## src/wgsm_ram.sv

```systemverilog
`timescale 1ns / 1ps

module wgsm_ram #(
  parameter int WIDTH = 8,
  parameter int DEPTH = 256
) (
  input  logic                     clk,
  input  logic                     we,
  input  logic [$clog2(DEPTH)-1:0] waddr,
  input  logic [WIDTH-1:0]         wdata,
  input  logic [$clog2(DEPTH)-1:0] raddr,
  output logic [WIDTH-1:0]         rdata
);

  logic [WIDTH-1:0] mem [DEPTH];

  // one write port, one registered read port
  always_ff @(posedge clk) begin
    if (we) begin
      mem[waddr] <= wdata;
    end
    rdata <= mem[raddr];
  end

endmodule

```

## config.mk

```make
export PLATFORM = sky130hd
export DESIGN_NAME = wgsm_ram
export DESIGN_NICKNAME = d
export VERILOG_FILES = /design/src/wgsm_ram.sv
export SDC_FILE = /design/constraint.sdc
export NUM_CORES = 2
export LEC_CHECK = 0
export ABC_AREA = 1
export BUFFER_PORTS_ARGS = -buffer_cell sky130_fd_sc_hd__buf_4
export CAP_MARGIN = 20
export CELL_PAD_IN_SITES_DETAIL_PLACEMENT = 0
export CELL_PAD_IN_SITES_GLOBAL_PLACEMENT = 2
export CORE_MARGIN = 3
export CORE_UTILIZATION = 40
export CTS_CLUSTER_DIAMETER = 200
export DETAILED_ROUTE_END_ITERATION = 10
export PLACE_DENSITY = 0.75
export SETUP_SLACK_MARGIN = 0.1
export SYNTH_ARGS = -nofsm -noshare
export SYNTH_HDL_FRONTEND = slang
export SYNTH_SLANG_ARGS = --single-unit
```

## constraint.sdc

```tcl
create_clock -name clk -period 2.3 [get_ports clk]
set_input_delay 0.69 -clock clk [delete_from_list [all_inputs] [get_ports clk]]
set_output_delay 0.69 -clock clk [all_outputs]
set_load 0.01 [all_outputs]
```

# Word level (Yosys, flattened, before mapping)
# Memory sizes are Yosys's and may differ from the RTL's. A register that Yosys moved wholly into a read port is not among the register bits.
# Index checks and enable logic that the tools add are counted.
[word_totals] n_memories=1 ram_bits=2048 out_inout_bits=8 elab_cells=3 reg_bits=0 in_bits=26
[classes] n_mux=2
[mem_list] memory="mem" depth=256 width=8 rd=1 rd_ports_with_merged_regs=1 write_ports=1 line="15" rtl="logic [WIDTH-1:0] mem [DEPTH];"
[op_table] cell="$mux W1" n=2

# Logic depth before layout (Yosys ltp)
[depth] depth_word=2 ltp_mapped=15 mapped_depth_nobuf=11

# Worst setup path before layout
# No wires, ideal clock.
[synth_path] path_type="input to register" start="in we" end="mem mem[162][0] (enable)" setup_time_ns=0.370 arrival_ns=1.811 required_ns=1.930 cell_stages=4 path_buffers=2 setup_slack_ns=0.119 cell_sequence="clkbuf_1 > nand3_1 > clkbuf_1 > nor2_1"
[synth_via] elab_chain_len=2
[synth_lines] element="start, declared" line="8" rtl="input logic we,"
[synth_lines] element="$mux W1" line="19" rtl="if (we) begin"
[synth_lines] element="$mux W1 (not written as such)" line="20" rtl="mem[waddr] <= wdata;"
[synth_lines] element="end, declared" line="15"
# No other way between the ends.

==> reports/results.tsv <==
stage	metric	value	unit
status	status	finished, final reports clean	
drt	ant_nets	0	
worst_setup_path	arrival	3.04	ns
layout	layout.nets	7561	
clock_network	clkTransAtPathRegs	0.06	ns
timing	finalMaxSlewViolations	0	
timing	tightest_slew	0.646	ns
global_routing	grt_antenna_before_repair	8	
timing	period_share	0.981	
timing	fmax	443	MHz
global_routing	grt_pass1_vias	54300	
synthesis	yosysTopAreaCell	edfxtp_1	
worst_setup_path	critPathCaptureType	flop	
floorplanning	rows	166	
floorplanning	io_pins	34	
worst_setup_path	crit_slowest_cell	buf_6	
synthesis	syn_area	83400	µm²
floorplanning	dieArea	214000	µm²
drt	dr.pass1.iters	6	
timing	slew_headroom	0.569	
timing	whs	0.217	ns
drt	wl_per_cell	24.1	µm
worst_setup_path	start_kind	input port	
power_and_ir_drop	vdd_drop_max	787	µV
clock_network	hold_buffers	0	
power_and_ir_drop	p_per_area	810	nW/µm²
placed_design	finalWeightedCongestion	0.865	
synthesis	syn_avg_cell_area	11.9	µm²
layout	area_growth_syn_to_layout	19.2	%
placed_design	port_buffers	33	
drt	vias_per_cell	5.31	
drt	drt_wl_total	252000	µm
floorplanning	core_area	206000	µm²
synthesis	synthTopCellsByArea	edfxtp_1 74%, nand3_1 12%, nand2_1 9.6%	
worst_setup_path	cp_cell_sequence	buf_8 -> inv_16 -> buf_4 -> buf_12 -> buf_6 -> nand2_1 -> nand3_1 -> nand3_1 -> nand3_1 -> nand3_1 -> nand3_1 -> nand3_2 -> nand2_1 -> nand2_1 -> nand2_1	
global_routing	grt_max_degree	68	
drt	drc	0	
timing	hold_violations	0	
worst_setup_path	worst-setup-path-type	input port to flop	
synthesis	synth_fp_nets	7029	
drt	drtIter0Drc	5563	
timing	fin_setup_tns	0	ns
drt	vias	55700	
clock_network	numCtsBuffers	213	
synthesis	yosys_warnings	0	
layout	layout_common_cells	2,111 x nand2_1, 2,048 x edfxtp_1, 2,016 x nand3_1	
clock_network	cts_tree	built	
floorplanning	die-height	463	µm
worst_setup_path	crit_top_cell	nand3_1	
timing	clock-skew-final	0.0529	ns
timing	period_minus_slack	2.26	ns
floorplanning	fp.dieW	463	µm
worst_setup_path	slowest_delay	0.21	ns
placed_design	dpl.hpwl	163000	µm
hold_path	hold_path.class	input port to flop	
clock_network	h-tree-depth	4	
timing	setup_viol	0	
global_routing	grt_first_pass_wirelength	369000	µm
floorplanning	initial_utilization	0.405	
global_routing	track_usage	0.232	
global_routing	grt_overflow	0	
synthesis	synthCells	7003	
run	drv_cap	0	
clock_network	clock_path_buffers	3	
clock_network	cts_sinks	2056	
clock_network	clock_latency	0.86	ns
worst_setup_path	crit_fanout	27	
power_and_ir_drop	p_leak	35.7	nW
synthesis	seq_area_frac_synth	0.739	
clock_network	ctsRootBufferMaster	clkbuf_16	
synthesis	ys_ff_latch	2056	
timing	rsz0062_at_grt	true	
layout	final_common_cell	nand2_1	
layout	drive_above_1_share	0.143	
synthesis	yosysUniqueCellTypes	14	
synthesis	yosys.area.top_type_share	0.737	
worst_setup_path	worstPathRequired	3.09	ns
==> logic make-up after synthesis <==
logic type,Yosys count,share of synthesized area
DFF,2056,0.739
buffers and inverters,522,0.0312
and+or+nand+nor,4425,0.229
==> critical path, delay by kind of cell <==
kind	cells	cell delay [ns]
buf+inv	5	0.93
simple gates	10	1.36
==> per-layer routing <==
layer | GRT usage | part of all wire
met3 | 0.0435 | 0.069
met4 | 0.0778 | 0.032
met5 | 0 | 0
met1 | 0.319 | 0.43
met2 | 0.372 | 0.47
==> worst paths after layout <==
check                           cells after the start         from  slack (ns)          end
worst max-delay path                               15     raddr[0]        0.04     rdata[5]
worst min-delay path                                1     wdata[5]        0.22  mem[127][5]
worst max register to register                     10  mem[217][0]        0.31     rdata[0]
worst min register to register                     10  mem[180][6]        0.99     rdata[6]
==> synthesized netlist by cell type <==
cell and instances:
inv_1 36, buf_8 1, buf_6 16, nor2_1 283, buf_1 40, dfxtp_1 8
inv_2 2, buf_2 268, clkbuf_1 112, buf_4 46, nand3_1 2019, edfxtp_1 2048
nand2_1 2123, inv_4 1
==> repair_timing <==
action | CTS | global route
setup buffers | 0 | 0
endpoints found under the hold margin | 0 | 0
endpoints found under the setup margin | 3 | 6
gates resized for setup | 3 | 3
==> power by group <==
part,internal (W),total (W),switching [W],leakage (nW)
Sequential,0.0413,0.0413,0.0000405,18.5
Combinational,0.00176,0.00564,0.00387,14.0
Clock,0.0192,0.0336,0.0144,3.29
Total,0.0622,0.0805,0.0183,35.7
==> registers in the layout (all words and copies together), names as in the netlist <==
signal / cells
rdata: 8
mem: 2048
==> cell type report <==
| type | count | area [µm²] |
|---|---|---|
| fillers | 18400 | 107000 |
| flip-flops and latches | 2056 | 61700 |
| diodes | 3 | 7.51 |
| clock inverters | 119 | 1120 |
| multi-input cells | 4425 | 19200 |
| inverters | 39 | 180 |
| clock buffers | 275 | 5650 |
| well taps | 2772 | 3470 |
| repair buffers | 800 | 8150 |
==> metrics by stage <==
step | power, W | instance area, µm² | cells | utilization | worst slack [ns]
floorplan | 0.0447 | 83400 | 7003 | - | 0.119
global placement | 0.0478 | 92600 | 10100 | 0.450 | -0.948
detailed placement | 0.0478 | 92600 | 10100 | 0.450 | -0.929
CTS | 0.0812 | 99400 | 10500 | 0.482 | 0.0842
global route | 0.0832 | 99400 | 10500 | 0.482 | 0.0298
finish | 0.0805 | 99400 | 10500 | 0.482 | 0.0431
Power figures use the tool's default switching activity.
